**src/sv/jsd_pkg.sv**
```systemverilog
// Shared types and constants of the JSON string decoder.
// No dependencies; imported by the decode stage, the result buffer and the checker.
package jsd_pkg;

	typedef enum logic [1:0] {
		ST_DATA  = 2'd0,
		ST_DONE  = 2'd1,
		ST_ERROR = 2'd2
	} status_t;

	localparam int LIMIT_W     = 13;
	localparam int LIMIT_RESET = 64;
	localparam int MAX_RESULTS = 5;

	// Results caused by one input byte: up to four UTF-8 bytes and an optional
	// completion or error marker after them.
	typedef struct packed {
		logic [3:0][7:0] data;
		logic [2:0]      n_data;
		logic            tail;
		status_t         tail_status;
	} jsd_group_t;

endpackage

```
**src/sv/jsd_decode.sv**
```systemverilog
// Decode stage: string state machine, escape and UTF-8 checks, re-encoding.
// Depends on jsd_pkg. Produces the result group of the byte being transferred.
module jsd_decode import jsd_pkg::*; #(
	parameter int MAX_LENGTH = 4096
) (
	input  logic               clk,
	input  logic               arst_n,
	input  logic               in_fire,
	input  logic [7:0]         in_byte,
	input  logic               in_eoi,
	input  logic [LIMIT_W-1:0] limit,
	output jsd_group_t         grp
);

	localparam int CW = $clog2(MAX_LENGTH + 1);
	localparam int SW = (CW + 1 > LIMIT_W) ? CW + 1 : LIMIT_W;

	localparam logic [7:0] CH_QUOTE  = 8'h22;
	localparam logic [7:0] CH_BSLASH = 8'h5c;
	localparam logic [7:0] CH_SLASH  = 8'h2f;
	localparam logic [7:0] CH_B      = 8'h62;
	localparam logic [7:0] CH_F      = 8'h66;
	localparam logic [7:0] CH_N      = 8'h6e;
	localparam logic [7:0] CH_R      = 8'h72;
	localparam logic [7:0] CH_T      = 8'h74;
	localparam logic [7:0] CH_U      = 8'h75;

	typedef enum logic [2:0] {
		PH_IDLE,
		PH_BODY,
		PH_ESC,
		PH_HEX_HIGH,
		PH_WANT_BS,
		PH_WANT_U,
		PH_HEX_LOW,
		PH_CONT
	} phase_t;

	phase_t        phase_q, ph_d;
	logic [20:0]   cp_q, cp_d;
	logic [9:0]    high_q, hi_d;
	logic [2:0]    pend_q, pend_d;
	logic [1:0]    minc_q, minc_d;
	logic [CW-1:0] ocnt_q, ocnt_d;

	logic          err, done, emit_req, fits;
	logic [20:0]   emit_cp, min_cp, cont_cp;
	logic [15:0]   hex_cp;
	logic [3:0]    hex_val;
	logic          hex_ok;
	logic [2:0]    pend_m1, enc_cnt;
	logic [3:0][7:0] enc;
	logic [SW-1:0] sum;

	always_comb begin
		hex_ok  = 1'b1;
		hex_val = 4'd0;
		if (in_byte >= 8'h30 && in_byte <= 8'h39) begin
			hex_val = in_byte[3:0];
		end else if ((in_byte >= 8'h61 && in_byte <= 8'h66) ||
		             (in_byte >= 8'h41 && in_byte <= 8'h46)) begin
			hex_val = 4'(in_byte[3:0] + 4'd9);
		end else begin
			hex_ok = 1'b0;
		end
	end

	assign hex_cp  = {cp_q[11:0], hex_val};
	assign cont_cp = {cp_q[14:0], in_byte[5:0]};
	assign pend_m1 = pend_q - 3'd1;

	always_comb begin
		case (minc_q)
			2'd0:    min_cp = 21'h80;
			2'd1:    min_cp = 21'h800;
			default: min_cp = 21'h10000;
		endcase
	end

	// Next state and the code point to emit, if any.
	always_comb begin
		ph_d     = phase_q;
		cp_d     = cp_q;
		hi_d     = high_q;
		pend_d   = pend_q;
		minc_d   = minc_q;
		err      = 1'b0;
		done     = 1'b0;
		emit_req = 1'b0;
		emit_cp  = '0;
		case (phase_q)
			PH_IDLE: begin
				if (in_byte == CH_QUOTE) ph_d = PH_BODY;
				else err = 1'b1;
			end
			PH_BODY: begin
				if (in_byte == CH_QUOTE) begin
					done = 1'b1;
				end else if (in_byte < 8'h20) begin
					err = 1'b1;
				end else if (in_byte == CH_BSLASH) begin
					ph_d = PH_ESC;
				end else if (in_byte < 8'h80) begin
					emit_req = 1'b1;
					emit_cp  = {13'd0, in_byte};
				end else if (in_byte >= 8'hc2 && in_byte <= 8'hdf) begin
					cp_d   = {16'd0, in_byte[4:0]};
					pend_d = 3'd1;
					minc_d = 2'd0;
					ph_d   = PH_CONT;
				end else if (in_byte >= 8'he0 && in_byte <= 8'hef) begin
					cp_d   = {17'd0, in_byte[3:0]};
					pend_d = 3'd2;
					minc_d = 2'd1;
					ph_d   = PH_CONT;
				end else if (in_byte >= 8'hf0 && in_byte <= 8'hf4) begin
					cp_d   = {18'd0, in_byte[2:0]};
					pend_d = 3'd3;
					minc_d = 2'd2;
					ph_d   = PH_CONT;
				end else begin
					err = 1'b1;
				end
			end
			PH_ESC: begin
				emit_req = 1'b1;
				case (in_byte)
					CH_QUOTE, CH_BSLASH, CH_SLASH: emit_cp = {13'd0, in_byte};
					CH_B: emit_cp = 21'd8;
					CH_F: emit_cp = 21'd12;
					CH_N: emit_cp = 21'd10;
					CH_R: emit_cp = 21'd13;
					CH_T: emit_cp = 21'd9;
					CH_U: begin
						emit_req = 1'b0;
						cp_d     = '0;
						pend_d   = 3'd4;
						ph_d     = PH_HEX_HIGH;
					end
					default: begin
						emit_req = 1'b0;
						err      = 1'b1;
					end
				endcase
			end
			PH_HEX_HIGH, PH_HEX_LOW: begin
				if (!hex_ok) begin
					err = 1'b1;
				end else begin
					cp_d   = {5'd0, hex_cp};
					pend_d = pend_m1;
					if (pend_m1 == 3'd0) begin
						if (phase_q == PH_HEX_HIGH) begin
							if (hex_cp >= 16'hd800 && hex_cp <= 16'hdbff) begin
								hi_d = hex_cp[9:0];
								ph_d = PH_WANT_BS;
							end else if (hex_cp >= 16'hdc00 && hex_cp <= 16'hdfff) begin
								err = 1'b1;
							end else begin
								emit_req = 1'b1;
								emit_cp  = {5'd0, hex_cp};
							end
						end else if (hex_cp < 16'hdc00 || hex_cp > 16'hdfff) begin
							err = 1'b1;
						end else begin
							emit_req = 1'b1;
							emit_cp  = 21'h10000 + {1'b0, high_q, hex_cp[9:0]};
						end
					end
				end
			end
			PH_WANT_BS: begin
				if (in_byte == CH_BSLASH) ph_d = PH_WANT_U;
				else err = 1'b1;
			end
			PH_WANT_U: begin
				if (in_byte == CH_U) begin
					cp_d   = '0;
					pend_d = 3'd4;
					ph_d   = PH_HEX_LOW;
				end else begin
					err = 1'b1;
				end
			end
			PH_CONT: begin
				if (in_byte[7:6] != 2'b10) begin
					err = 1'b1;
				end else begin
					cp_d   = cont_cp;
					pend_d = pend_m1;
					if (pend_m1 == 3'd0) begin
						if (cont_cp < min_cp || cont_cp > 21'h10ffff ||
						    (cont_cp >= 21'hd800 && cont_cp <= 21'hdfff)) begin
							err = 1'b1;
						end else begin
							emit_req = 1'b1;
							emit_cp  = cont_cp;
						end
					end
				end
			end
			default: err = 1'b1;
		endcase
	end

	// UTF-8 encoding of the code point to emit.
	always_comb begin
		enc = '0;
		if (emit_cp < 21'h80) begin
			enc_cnt = 3'd1;
			enc[0]  = emit_cp[7:0];
		end else if (emit_cp < 21'h800) begin
			enc_cnt = 3'd2;
			enc[0]  = {3'b110, emit_cp[10:6]};
			enc[1]  = {2'b10, emit_cp[5:0]};
		end else if (emit_cp < 21'h10000) begin
			enc_cnt = 3'd3;
			enc[0]  = {4'b1110, emit_cp[15:12]};
			enc[1]  = {2'b10, emit_cp[11:6]};
			enc[2]  = {2'b10, emit_cp[5:0]};
		end else begin
			enc_cnt = 3'd4;
			enc[0]  = {5'b11110, emit_cp[20:18]};
			enc[1]  = {2'b10, emit_cp[17:12]};
			enc[2]  = {2'b10, emit_cp[11:6]};
			enc[3]  = {2'b10, emit_cp[5:0]};
		end
	end

	assign sum  = SW'(ocnt_q) + SW'(enc_cnt);
	assign fits = (sum <= SW'(limit)) && (sum <= SW'(MAX_LENGTH));

	// Results of this byte and the final phase.
	phase_t ph_f;
	logic   emit_ok;

	always_comb begin
		emit_ok = emit_req && (emit_cp != 21'd0) && fits;
		ph_f    = ph_d;
		ocnt_d  = ocnt_q;
		grp     = '0;
		if (phase_q == PH_IDLE) ocnt_d = '0;
		if (emit_ok) begin
			grp.data   = enc;
			grp.n_data = enc_cnt;
			ocnt_d     = sum[CW-1:0];
			ph_f       = PH_BODY;
		end
		if (err || (emit_req && !emit_ok)) begin
			grp.data        = '0;
			grp.n_data      = 3'd0;
			grp.tail        = 1'b1;
			grp.tail_status = ST_ERROR;
			ph_f            = PH_IDLE;
		end else if (done) begin
			grp.tail        = 1'b1;
			grp.tail_status = ST_DONE;
			ph_f            = PH_IDLE;
		end else if (in_eoi && ph_f != PH_IDLE) begin
			grp.tail        = 1'b1;
			grp.tail_status = ST_ERROR;
			ph_f            = PH_IDLE;
		end
	end

	always_ff @(posedge clk or negedge arst_n) begin
		if (!arst_n) begin
			phase_q <= PH_IDLE;
			cp_q    <= '0;
			high_q  <= '0;
			pend_q  <= '0;
			minc_q  <= '0;
			ocnt_q  <= '0;
		end else if (in_fire) begin
			phase_q <= ph_f;
			cp_q    <= cp_d;
			high_q  <= hi_d;
			pend_q  <= pend_d;
			minc_q  <= minc_d;
			ocnt_q  <= ocnt_d;
		end
	end

endmodule

```
**src/sv/jsd_emit.sv**
```systemverilog
// Result buffer: holds the result group of one byte and sends it one result
// per transfer. Depends on jsd_pkg.
module jsd_emit import jsd_pkg::*; (
	input  logic       clk,
	input  logic       arst_n,
	input  logic       load,
	input  jsd_group_t grp,
	output logic       room,
	output logic       out_valid,
	input  logic       out_ready,
	output logic [7:0] out_byte,
	output status_t    out_status,
	output logic       out_last
);

	jsd_group_t grp_s1;
	logic [2:0] cnt_q, idx_q;
	logic [2:0] total;
	logic       is_data, out_fire;

	assign total     = grp.n_data + {2'd0, grp.tail};
	assign out_valid = (cnt_q != 3'd0);
	assign is_data   = (idx_q < grp_s1.n_data);
	assign out_last  = out_valid && (idx_q == cnt_q - 3'd1);
	assign out_byte  = is_data ? grp_s1.data[idx_q[1:0]] : 8'd0;
	assign out_status = is_data ? ST_DATA : grp_s1.tail_status;
	assign out_fire  = out_valid && out_ready;
	// A new group may enter while the last result of the old one leaves.
	assign room      = !out_valid || (out_fire && out_last);

	always_ff @(posedge clk) begin
		if (load) grp_s1 <= grp;
	end

	always_ff @(posedge clk or negedge arst_n) begin
		if (!arst_n) begin
			cnt_q <= '0;
			idx_q <= '0;
		end else if (load) begin
			cnt_q <= total;
			idx_q <= '0;
		end else if (out_fire) begin
			if (out_last) cnt_q <= '0;
			idx_q <= idx_q + 3'd1;
		end
	end

endmodule

```
**src/sv/json_string_decoder.sv**
```systemverilog
// Streaming decoder for one quoted JSON string: one raw byte per input transfer,
// escapes and UTF-8 checked and re-encoded, one result per output transfer.
// Depends on jsd_pkg, jsd_decode and jsd_emit.
//
// A byte is decoded in the cycle it is transferred and its results (up to four
// UTF-8 bytes, then a completion or error marker) land in a result buffer.
// Results leave one per cycle, while m_axis_tready is high, through the single
// output channel; the input is ready again in the cycle the last of a byte's
// results is transferred, giving one byte per cycle for plain ASCII text when
// the output does not stall. Bytes that cause no result (escape prefix, partial
// sequences) leave the buffer empty. length_limit may be written at any time
// the block is idle and takes effect on the next byte.
module json_string_decoder import jsd_pkg::*; #(
	parameter int MAX_LENGTH = 4096
) (
	input  logic               clk,
	input  logic               arst_n,
	input  logic               length_limit_we,
	input  logic [LIMIT_W-1:0] length_limit_wdata,
	input  logic               s_axis_tvalid,
	output logic               s_axis_tready,
	input  logic [7:0]         s_axis_tdata,  // [7:0] in_byte
	input  logic               s_axis_tlast,  // end_of_input
	output logic               m_axis_tvalid,
	input  logic               m_axis_tready,
	output logic [7:0]         m_axis_tdata,  // [7:0] out_byte
	output logic [1:0]         m_axis_tuser,  // [1:0] status
	output logic               m_axis_tlast   // last_of_run
);

	logic [LIMIT_W-1:0] limit_q;
	logic               in_fire;
	jsd_group_t         grp;
	status_t            out_status;

	always_ff @(posedge clk or negedge arst_n) begin
		if (!arst_n) limit_q <= LIMIT_W'(LIMIT_RESET);
		else if (length_limit_we) limit_q <= length_limit_wdata;
	end

	assign in_fire = s_axis_tvalid && s_axis_tready;

	jsd_decode #(
		.MAX_LENGTH(MAX_LENGTH)
	) u_decode (
		.clk     (clk),
		.arst_n  (arst_n),
		.in_fire (in_fire),
		.in_byte (s_axis_tdata),
		.in_eoi  (s_axis_tlast),
		.limit   (limit_q),
		.grp     (grp)
	);

	jsd_emit u_emit (
		.clk        (clk),
		.arst_n     (arst_n),
		.load       (in_fire),
		.grp        (grp),
		.room       (s_axis_tready),
		.out_valid  (m_axis_tvalid),
		.out_ready  (m_axis_tready),
		.out_byte   (m_axis_tdata),
		.out_status (out_status),
		.out_last   (m_axis_tlast)
	);

	assign m_axis_tuser = out_status;

endmodule

```
**config.mk**
```make
export PLATFORM = sky130hd
export DESIGN_NAME = json_string_decoder
export DESIGN_NICKNAME = d
export VERILOG_FILES = /design/src/sv/jsd_pkg.sv /design/src/sv/jsd_decode.sv /design/src/sv/jsd_emit.sv /design/src/sv/json_string_decoder.sv
export SDC_FILE = /design/constraint.sdc
export NUM_CORES = 1
export LEC_CHECK = 0
export ABC_AREA = 1
export BUFFER_PORTS_ARGS = -buffer_cell sky130_fd_sc_hd__buf_2
export CORE_MARGIN = 3
export CORE_UTILIZATION = 26
export DETAILED_ROUTE_END_ITERATION = 8
export SYNTH_ARGS = -nofsm -noshare
export SYNTH_HDL_FRONTEND = slang
export SYNTH_HIERARCHICAL = 1
export SYNTH_SLANG_ARGS = --single-unit
```
**constraint.sdc**
```tcl
create_clock -name clk -period 11 [get_ports clk]
set_clock_uncertainty 0.1 [all_clocks]
set_input_delay 0.55 -clock clk [delete_from_list [all_inputs] [get_ports clk]]
set_output_delay 0.55 -clock clk [all_outputs]
set_load 0.02 [all_outputs]
```
After elaboration in Yosys (flattened, before gate mapping)
Index checks and enable logic that the tools add are counted.
{ "classes": {"addsub": 7, "n_lt_le_gt_ge": 31, "eq_ne": 27, "mux": 126, "bitwise_logic": 5, "n_reduce_logical": 51} }
{ "ops": {"columns": ["op", "count"], "rows": [
  ["$mux 21", 11],
  ["$mux 15", 10],
  ["$mux 3", 42],
  ["$pmux 21 s4", 1],
  ["$pmux 15 s4", 1],
  ["$eq 8x7->1 const B", 7],
  ["$pmux 8 s6", 1],
  ["$mux 8", 5],
  ["$mux 1", 38],
  ["$pmux 17 s2", 1],
  ["$ge 16x16->1 const B", 2],
  ["$le 16x16->1 const B", 2],
  ["$mux 16", 2],
  ["$mux 13", 2],
  ["$ge 8x8->1 const B", 3],
  ["$le 8x8->1 const B", 3],
  ["$mux 22", 1],
  ["$add 17x20->21 const A", 1],
  ["$ge 21x16->1 const B", 1],
  ["$gt 21x21->1 const B", 1],
  ["$le 21x16->1 const B", 1],
  ["$lt 21x12->1 const B", 1],
  ["$lt 21x17->1", 1],
  ["$lt 21x17->1 const B", 1],
  ["54 further kinds", 108]
]} }
{ "word_totals": {"ff_bits": 102, "inputBits": 27, "out_inout_bits": 13, "word_cells": 264} }

Logic depth before layout (Yosys ltp)
Gate-level depths: netlist of run 1.
{ "logic_depth": {"word_depth": 29, "depth_mapped": 52, "mapped_depth_nobuf": 52} }

Modules after synthesis
The synthesis of run 1 kept the hierarchy.
{ "by_module_without_submodules": {"columns": ["mod", "instances", "cells_each", "area_each_um2", "seq_area_each_um2"], "rows": [
  ["jsd_decode", 1, 846, 5484.0, 1151.1],
  ["jsd_emit", 1, 162, 1888.1, 1261.2],
  ["json_string_decoder", 1, 57, 503.0, 326.6]
]} }

Worst setup path before layout of run 1
OpenSTA, ideal clock, no wires.
{ "synth_path": {"path_type": "input port to flip-flop", "from": "in s_axis_tdata[1]", "to": "reg u_emit.cnt_q[2]", "setup_ps": 120, "t_arrival_ps": 6141, "t_required_ps": 10780, "slack_ps": 4639, "path_stages": 48, "n_path_buf": 0, "path_cell_list": "inv_1 > ha_1 > inv_1 > o211ai_1 > nand3_1 > nand2_4 > nand2_2 > nor3_4 > nand2_1 > nand2_1 > nor2_4 > nand2_1 > nor4_1 > nand2_1 > nor2_4 > inv_1 > nand2_1 > ha_1 > (+12 left out) > o21ai_0 > a21oi_1 > o21ai_0 > inv_1 > nand2_1 > inv_1 > nand2_1 > inv_2 > nand2_8 > nand3_1 > nand2_1 > and2_1 > nand2_1 > ha_1 > ha_1 > o21ai_0 > a21o_1 > nand2_1"} }
{ "synth_lines": {"columns": ["element", "line", "source"], "rows": [
  ["start: declaration", "json_string_decoder.sv:22", "input logic [7:0] s_axis_tdata,"],
  ["end signal: assignment", "jsd_emit.sv:40", "cnt_q <= total;"],
  ["end: declaration", "jsd_emit.sv:17", "logic [2:0] cnt_q, idx_q;"]
]} }

==> reports/results.tsv, run 1 <==
stage	metric	value	unit
clock_network	htree_levels	3	
cells_and_area	multiInputGateArea	4300	sq um
cells_and_area	drive_above_1_share	14.1	%
grt	grt_pass1_wl	36.6	mm
sta	setup_viol	0	
critical_path	path_max_fanout	19	
yosys	synth-simple-area-share	32.3	%
floorplanning	io_pins	40	
floorplanning	die_area	32400	sq um
clock_network	ctsRootBufferMaster	clkbuf_16	
sta	drv_slew	0	
sta	finalHoldViolCount	0	
route	num_vias	7271	
yosys	synth_adder_area_share	5.18	%
grt	grt_max_degree	66	
critical_path	endpoint_kind	register	
yosys	synth_mux_area_share	0	%
sta	worst_slew_pin_slew	1.21	ns
clock_network	cts_tree	built	
grt	grt_use_total	13.8	%
place	dp_cells	1466	
power_and_ir_drop	power	1370	uW
critical_path	reg2reg_slack	2.91	ns
cells_and_area	stdcell_area	8650	sq um
yosys	synth-compound-area-share	16.2	%
place	place.detailed.hpwl	17.5	mm
cells_and_area	fill_cells	3220	
route	ant_nets	0	
yosys	yosysWarnings	6	
critical_path	crit_required	11.17	ns
grt	antenna_found_initial	0	
critical_path	cp_slowest_cell	o41ai_1	
place	dpl-instance-area	8330	sq um
status	status	finished clean	
floorplanning	start_util	26.5	%
yosys	syn_area_per_cell	7.39	sq um
clock_network	clock_path_buffers	2	
route	via_per_inst	4.91	
clock_network	numCtsBuffers	9	
route	first_iter_violations	520	
floorplanning	core-area	29700	sq um
sta	fmax	124	MHz
yosys	ys_seq_area_share	34.8	%
floorplanning	fp.dieW	180	microns
sta	tns	0	ns
cells_and_area	register_area	2740	sq um
cells_and_area	diodes	0	
yosys	synth_area	7880	sq um
yosys	synth_xor_area_share	0.763	%
critical_path	critPathArrivalTime	8.26	ns
clock_network	insertion_delay	0.37	ns
min_path	min_path_type	primary input to register	
sta	max_slew_margin	17.0	%
cells_and_area	synthToLayoutAreaGrowth	9.79	%
clock_network	post_cts_buffers	0	
power_and_ir_drop	p_per_area	158	nW/um^2
sta	grt_setup_unrepaired	no	
power_and_ir_drop	p_leak	0.00399	uW
yosys	synth-main-ff-cell	dfrtp_1	
power_and_ir_drop	ir_drop	73.3	uV
clock_network	post_cts_resized	0	
place	gp_congestion	0.958	
clock_network	cts_num_sinks	102	
grt	grt.overflow.total	0	
place	portBuffers	39	
route	drt-total-wl	22.6	mm
sta	fin_crit_sh	73.5	%
critical_path	crit_type	register to register	
job	maxCapViolCount	0	
cells_and_area	fin_cells	1482	
route	post_drt_wl_per_cell	15.3	microns
critical_path	cpMostUsedCell	nand2_1	
cells_and_area	nets	1146	
critical_path	startpoint_type	register	
yosys	synth_cells	1065	
grt	first_global_vias	6876	
yosys	ys_seq_elements	102	
yosys	synth_edf_count	37	
route	dr.pass1.iters	5	
yosys	async_reset_ff_share	63.7	%
yosys	synth_top_family_by_area	simple AND/OR/NAND/NOR gates	
floorplanning	placementRows	63	
critical_path	critical-path-max-stage-delay	0.81	ns
route	drc	0	
sta	period_minus_slack	8.09	ns
yosys	synth_cell_types	68	
clock_network	cts_hold_buf	0	
floorplanning	die_h	180	microns
clock_network	clk_pin_slew_worst_paths	0.09	ns
## critical path, delay by kind of cell (launching register included)
kind | cells | cell delay (ns)
adders and majority gates | 5 | 1.29
AOI/OAI and AO/OA | 8 | 1.91
buffers and inverters | 8 | 1.37
and+or+nand+nor | 18 | 2.77
DFF | 1 | 0.56
## through the flow
step           utilization, %  worst slack, ns  hold slack (ns)
6_report                 29.1             2.91            0.284
2_1_floorplan               -             4.64            0.154
3_3_place_gp             28.0             3.23            0.355
4_1_cts                  29.1             3.04            0.270
5_1_grt                  29.1             2.03            0.294
3_5_place_dp             28.0             3.05            0.361
## where the power goes
part           internal, uW  switching (uW)
Combinational           141             331
Sequential              469            83.2
Clock                   175             167
Total                   786             581
## logic make-up after synthesis
kind of cell,after synthesis
compound gates,203
xor+xnor,6
fa+ha+maj,32
buf+inv,187
flops,102
other cells,1
simple gates,534
## final cells by class
class	count	area share [%]
clock inverter	6	0.796
timing repair buffer	41	2.43
tap	390	5.64
inverter	155	6.86
clock buffer	10	2.89
sequential	102	31.7
multi-input combinational	778	49.7
## layer usage
metal	vias up	track usage, %	share of wire (%)
met3	35	1.98	5.2
met5	-	0	0
met4	0	5.31	2.8
met2	249	22.6	47
li1	3604	-	-
met1	3383	18.6	45
## placed cells by master, fill, tap and decap left out, types with 3 or more instances in the layout
cell type,synthesis,final
a211oi_1,5,5
a21boi_0,3,3
a21oi_1,37,37
a22oi_1,3,3
a31oi_1,4,4
and2_1,3,3
buf_2,2,39
clkbuf_16,0,10
clkinv_1,4,4
conb_1,1,3
dfrtp_1,64,64
edfxtp_1,37,37
ha_1,31,31
inv_1,130,129
inv_2,18,19
inv_6,1,3
nand2_1,220,220
nand2_2,18,18
nand2_4,9,9
nand3_1,58,58
nand3_2,6,6
nand4_1,26,26
nor2_1,146,146
nor2_2,4,4
nor2_4,4,4
nor2_8,5,5
nor3_1,18,18
nor4_1,9,9
o211ai_1,8,8
o21ai_0,83,83
o21ai_1,6,6
o21ai_2,3,3
o22ai_1,16,16
o22ai_2,9,9
xnor2_1,3,3
## Yosys cell counts (4+ instances only)
| master | n | area [sq um] |
|---|---|---|
| a211oi_1 | 5 | 37.5 |
| a21oi_1 | 37 | 185 |
| a31oi_1 | 4 | 25.0 |
| buf_4 | 11 | 82.6 |
| buf_6 | 5 | 56.3 |
| clkbuf_1 | 10 | 37.5 |
| clkinv_1 | 4 | 15.0 |
| dfrtp_1 | 64 | 1600 |
| edfxtp_1 | 37 | 1110 |
| ha_1 | 31 | 388 |
| inv_1 | 130 | 488 |
| inv_2 | 18 | 67.6 |
| nand2_1 | 220 | 826 |
| nand2_2 | 18 | 113 |
| nand2_4 | 9 | 101 |
| nand3_1 | 58 | 290 |
| nand3_2 | 6 | 60.1 |
| nand4_1 | 26 | 163 |
| nor2_1 | 146 | 548 |
| nor2_2 | 4 | 25.0 |
| nor2_4 | 4 | 45.0 |
| nor2_8 | 5 | 100 |
| nor3_1 | 18 | 90.1 |
| nor4_1 | 9 | 56.3 |
| o211ai_1 | 8 | 60.1 |
| o21ai_0 | 83 | 415 |
| o21ai_1 | 6 | 30.0 |
| o22ai_1 | 16 | 100 |
| o22ai_2 | 9 | 113 |
## state kept, by name (all words and copies together) (netlist names)
name / cells
u_emit/grp_s1: 37
u_decode/cp_q: 15
limit_q: 13
u_decode/ocnt_q: 13
u_decode/high_q: 10
u_decode/pend_q: 3
u_decode/phase_q: 3
u_emit/cnt_q: 3
u_emit/idx_q: 3
u_decode/minc_q: 2
## worst paths after layout
check,start,end,cells after the start
max in group asynchronous,arst_n,u_decode/ocnt_q[0]$_DFFE_PN0P_,2
setup reg to reg,u_decode/phase_q[2]$_DFFE_PN0P_,u_emit/cnt_q[2]$_DFFE_PN0P_,39
setup / recovery,u_decode/phase_q[2]$_DFFE_PN0P_,u_emit/cnt_q[2]$_DFFE_PN0P_,39
min in group asynchronous,arst_n,u_decode/minc_q[0]$_DFFE_PN0P_,2
hold / removal,length_limit_wdata[11],limit_q[11]$_DFFE_PN0P_,3
hold reg to reg,limit_q[6]$_DFFE_PN1P_,limit_q[6]$_DFFE_PN1P_,2
No activity file was read; power rests on OpenSTA's default activity.
==> run 2: changes to the inputs <==
- clock period: 11 -> 7.3 ns (I/O delays scaled with it)
==> run 2 against run 1 <==
Against the previous run:
- global-route usage about the same
- fmax increased by 22%
- clock-buffer cell count unchanged
- sequential share of layout area decreased by 0.63 points
- worst setup slack got worse by 2.2 ns
- cell count increased by 1.1%
==> reports/results.tsv, run 2 (synthesis gave the netlist of run 1 again) <==
stage	metric	value	unit	change
status	status	finished clean		unchanged
cells_and_area	layout_common_cells	nand2_1 (217), nor2_1 (144), inv_1 (129)		was nand2_1 (220), nor2_1 (146), inv_1 (129)
route	first_iter_violations	568		was 520
cells_and_area	largest_register_ffs	37		unchanged
sta	setup_viol	0		unchanged
cells_and_area	diodes	0		unchanged
clock_network	clk_pin_slew_worst_paths	0.09	ns	about the same
sta	fin_crit_sh	90.5	%	was 73.5%
grt	grt_use_total	13.8	%	about the same
route	drt-total-wl	23.0	mm	was 22.6 mm
place	portBuffers	39		unchanged
min_path	min_path_type	primary input to asynchronous set/reset pin		was primary input to register
grt	grt_pass1_wl	36.5	mm	was 36.6 mm
clock_network	clock_path_buffers	2		unchanged
grt	grt.overflow.total	0		unchanged
critical_path	cp_slowest_cell	dfrtp_1		was o41ai_1
sta	tns	0	ns	unchanged
critical_path	crit_type	register to register		unchanged
critical_path	endpoint_kind	register		unchanged
floorplanning	core-area	29700	sq um	unchanged
sta	finalHoldViolCount	0		unchanged
place	gp_congestion	0.950		was 0.958
critical_path	reg2reg_slack	0.69	ns	was 2.91 ns
cells_and_area	fin_util	29.7	%	was 29.1%
place	dp_cells	1480		was 1,466
grt	first_global_vias	6890		was 6,876
route	ant_nets	0		unchanged
power_and_ir_drop	p_comb_share	35.3	%	was 34.6%
power_and_ir_drop	p_int	1200	uW	was 786 uW
critical_path	r2r-end	u_emit/cnt_q[2]$_DFFE_PN0P_		unchanged
cells_and_area	stdcell_area	8820	sq um	was 8650 sq um
grt	antenna_found_initial	0		unchanged
cells_and_area	fin_cells	1499		was 1,482
cells_and_area	largest_register	u_emit/grp_s1		unchanged
clock_network	cts_num_sinks	102		unchanged
critical_path	path_max_fanout	16		was 19
sta	worst_slew_pin_slew	0.901	ns	was 1.21 ns
place	dpl-instance-area	8430	sq um	was 8330 sq um
floorplanning	die_area	32400	sq um	unchanged
floorplanning	die_h	180	microns	unchanged
route	via_per_inst	4.86		was 4.91
critical_path	startpoint_type	register		unchanged
power_and_ir_drop	p_clk_share	24.9	%	was 25.0%
clock_network	numCtsBuffers	9		unchanged
clock_network	insertion_delay	0.37	ns	about the same
cells_and_area	nets	1163		was 1,146
sta	drv_slew	0		unchanged
power_and_ir_drop	seqPwrFrac	39.8	%	was 40.4%
sta	max_slew_margin	40.0	%	was 17.0%
power_and_ir_drop	p_sw_share	42.5	%	about the same
critical_path	ff2ff_path_depth	43		was 39
clock_network	ctsRootBufferMaster	clkbuf_16		unchanged
floorplanning	fp.dieW	180	microns	unchanged
sta	fmax	151	MHz	was 124 MHz
cells_and_area	fill_cells	3194		was 3,220
critical_path	critPathArrivalTime	6.77	ns	was 8.26 ns
cells_and_area	drive_above_1_share	16.4	%	was 14.1%
place	place.detailed.hpwl	17.7	mm	was 17.5 mm
job	maxCapViolCount	0		unchanged
cells_and_area	top_regs	u_emit/grp_s1: 37 flops, u_decode/cp_q: 15 flops		unchanged
cells_and_area	layout.cells.most_common	nand2_1		unchanged
route	drc	0		unchanged
power_and_ir_drop	p_per_area	236	nW/um^2	was 158 nW/um^2
route	num_vias	7287		was 7,271
clock_network	cts_hold_buf	0		unchanged
critical_path	critical-path-max-stage-delay	0.54	ns	was 0.81 ns
cells_and_area	synthToLayoutAreaGrowth	12.1	%	was 9.79%
route	post_drt_wl_per_cell	15.4	microns	was 15.3 microns
critical_path	crit_required	7.46	ns	was 11.17 ns
clock_network	htree_levels	3		unchanged
clock_network	cts_tree	built		unchanged
floorplanning	placementRows	63		unchanged
power_and_ir_drop	p_sw	886	uW	was 581 uW
power_and_ir_drop	p_leak	0.00410	uW	was 0.00399 uW
route	dr.pass1.iters	5		unchanged
critical_path	cpMostUsedCell	nand2_1		unchanged
floorplanning	io_pins	40		unchanged
floorplanning	start_util	26.5	%	unchanged
critical_path	r2r_start	u_decode/phase_q[2]$_DFFE_PN0P_		unchanged
sta	period_minus_slack	6.61	ns	was 8.09 ns
sta	grt_setup_unrepaired	no		unchanged
power_and_ir_drop	ir_drop	111	uV	was 73.3 uV
grt	grt_max_degree	66		unchanged
[run 2: cell types whose count changed in the layout (fill, tap and decap cells not counted), moves of 2 or more]
cell | before | now
nand2_2 | 18 | 20
o21ai_1 | 6 | 8
buf_4 | 2 | 19
o21ai_0 | 83 | 81
nand2_1 | 220 | 217
nor2_1 | 146 | 144
[run 2: final cells by class]
cell class	count	area [sq um]	share of cell area, %
repair buffers	58	338	3.83
clock inverters	6	68.8	0.780
multi-input cells	778	4350	49.3
well taps	390	488	5.53
flip-flops and latches	102	2740	31.1
clock buffers	10	250	2.84
inverters	155	593	6.72
[run 2: how the worst max path moves through the flow]
stage                                          from  cells after the start                          end  slack [ns]
CTS                  u_decode/minc_q[1]$_DFFE_PN0P_                     51  u_emit/cnt_q[2]$_DFFE_PN0P_        0.37
global route         u_decode/minc_q[1]$_DFFE_PN0P_                     51  u_emit/cnt_q[2]$_DFFE_PN0P_        0.03
global placement                    s_axis_tdata[1]                     50  u_emit/cnt_q[2]$_DFFE_PN0P_        0.32
detailed placement                  s_axis_tdata[1]                     50  u_emit/cnt_q[2]$_DFFE_PN0P_        0.24
finish              u_decode/phase_q[2]$_DFFE_PN0P_                     43  u_emit/cnt_q[2]$_DFFE_PN0P_        0.69
floorplan             u_decode/cp_q[10]$_DFFE_PN0P_                     47  u_emit/cnt_q[2]$_DFFE_PN0P_         1.0
[run 2: through the flow]
step,total power (uW),setup slack (ns),hold WS [ns]
finish,2090,0.692,0.0844
global route,2230,0.0272,0.112
CTS,2090,0.371,0.0949
detailed placement,1570,0.237,0.359
global placement,1570,0.321,0.355
floorplan,1340,0.997,-0.0306
[run 2: repair_timing]
action                                  in CTS  in global routing
resized for setup                            0                 15
setup buffers                                0                  3
endpoints found under the setup margin       0                  3
[run 2: power by group through the flow]
stage          clock, uW  combinational, uW  sequential (uW)
2_1_floorplan          0                564              781
3_3_place_gp           0                725              840
3_5_place_dp           0                731              841
4_1_cts              532                734              828
5_1_grt              554                826              848
6_report             520                735              830
[run 2: metal layers]
| layer | up-vias | wire length (microns) | global-route usage (%) |
|---|---|---|---|
| met2 | 260 | 10500 | 22.1 |
| li1 | 3647 | - | - |
| met1 | 3340 | 10400 | 18.9 |
| met4 | 0 | 707 | 5.25 |
| met3 | 40 | 1390 | 2.00 |
| met5 | - | 0 | 0 |
[run 2: critical path, delay by kind of cell (launching register included)]
kind	cells	cell delay [ns]
DFF	1	0.54
and+or+nand+nor	20	2.36
adders and majority gates	5	1.07
buffers and inverters	9	0.70
AOI/OAI and AO/OA	9	1.69
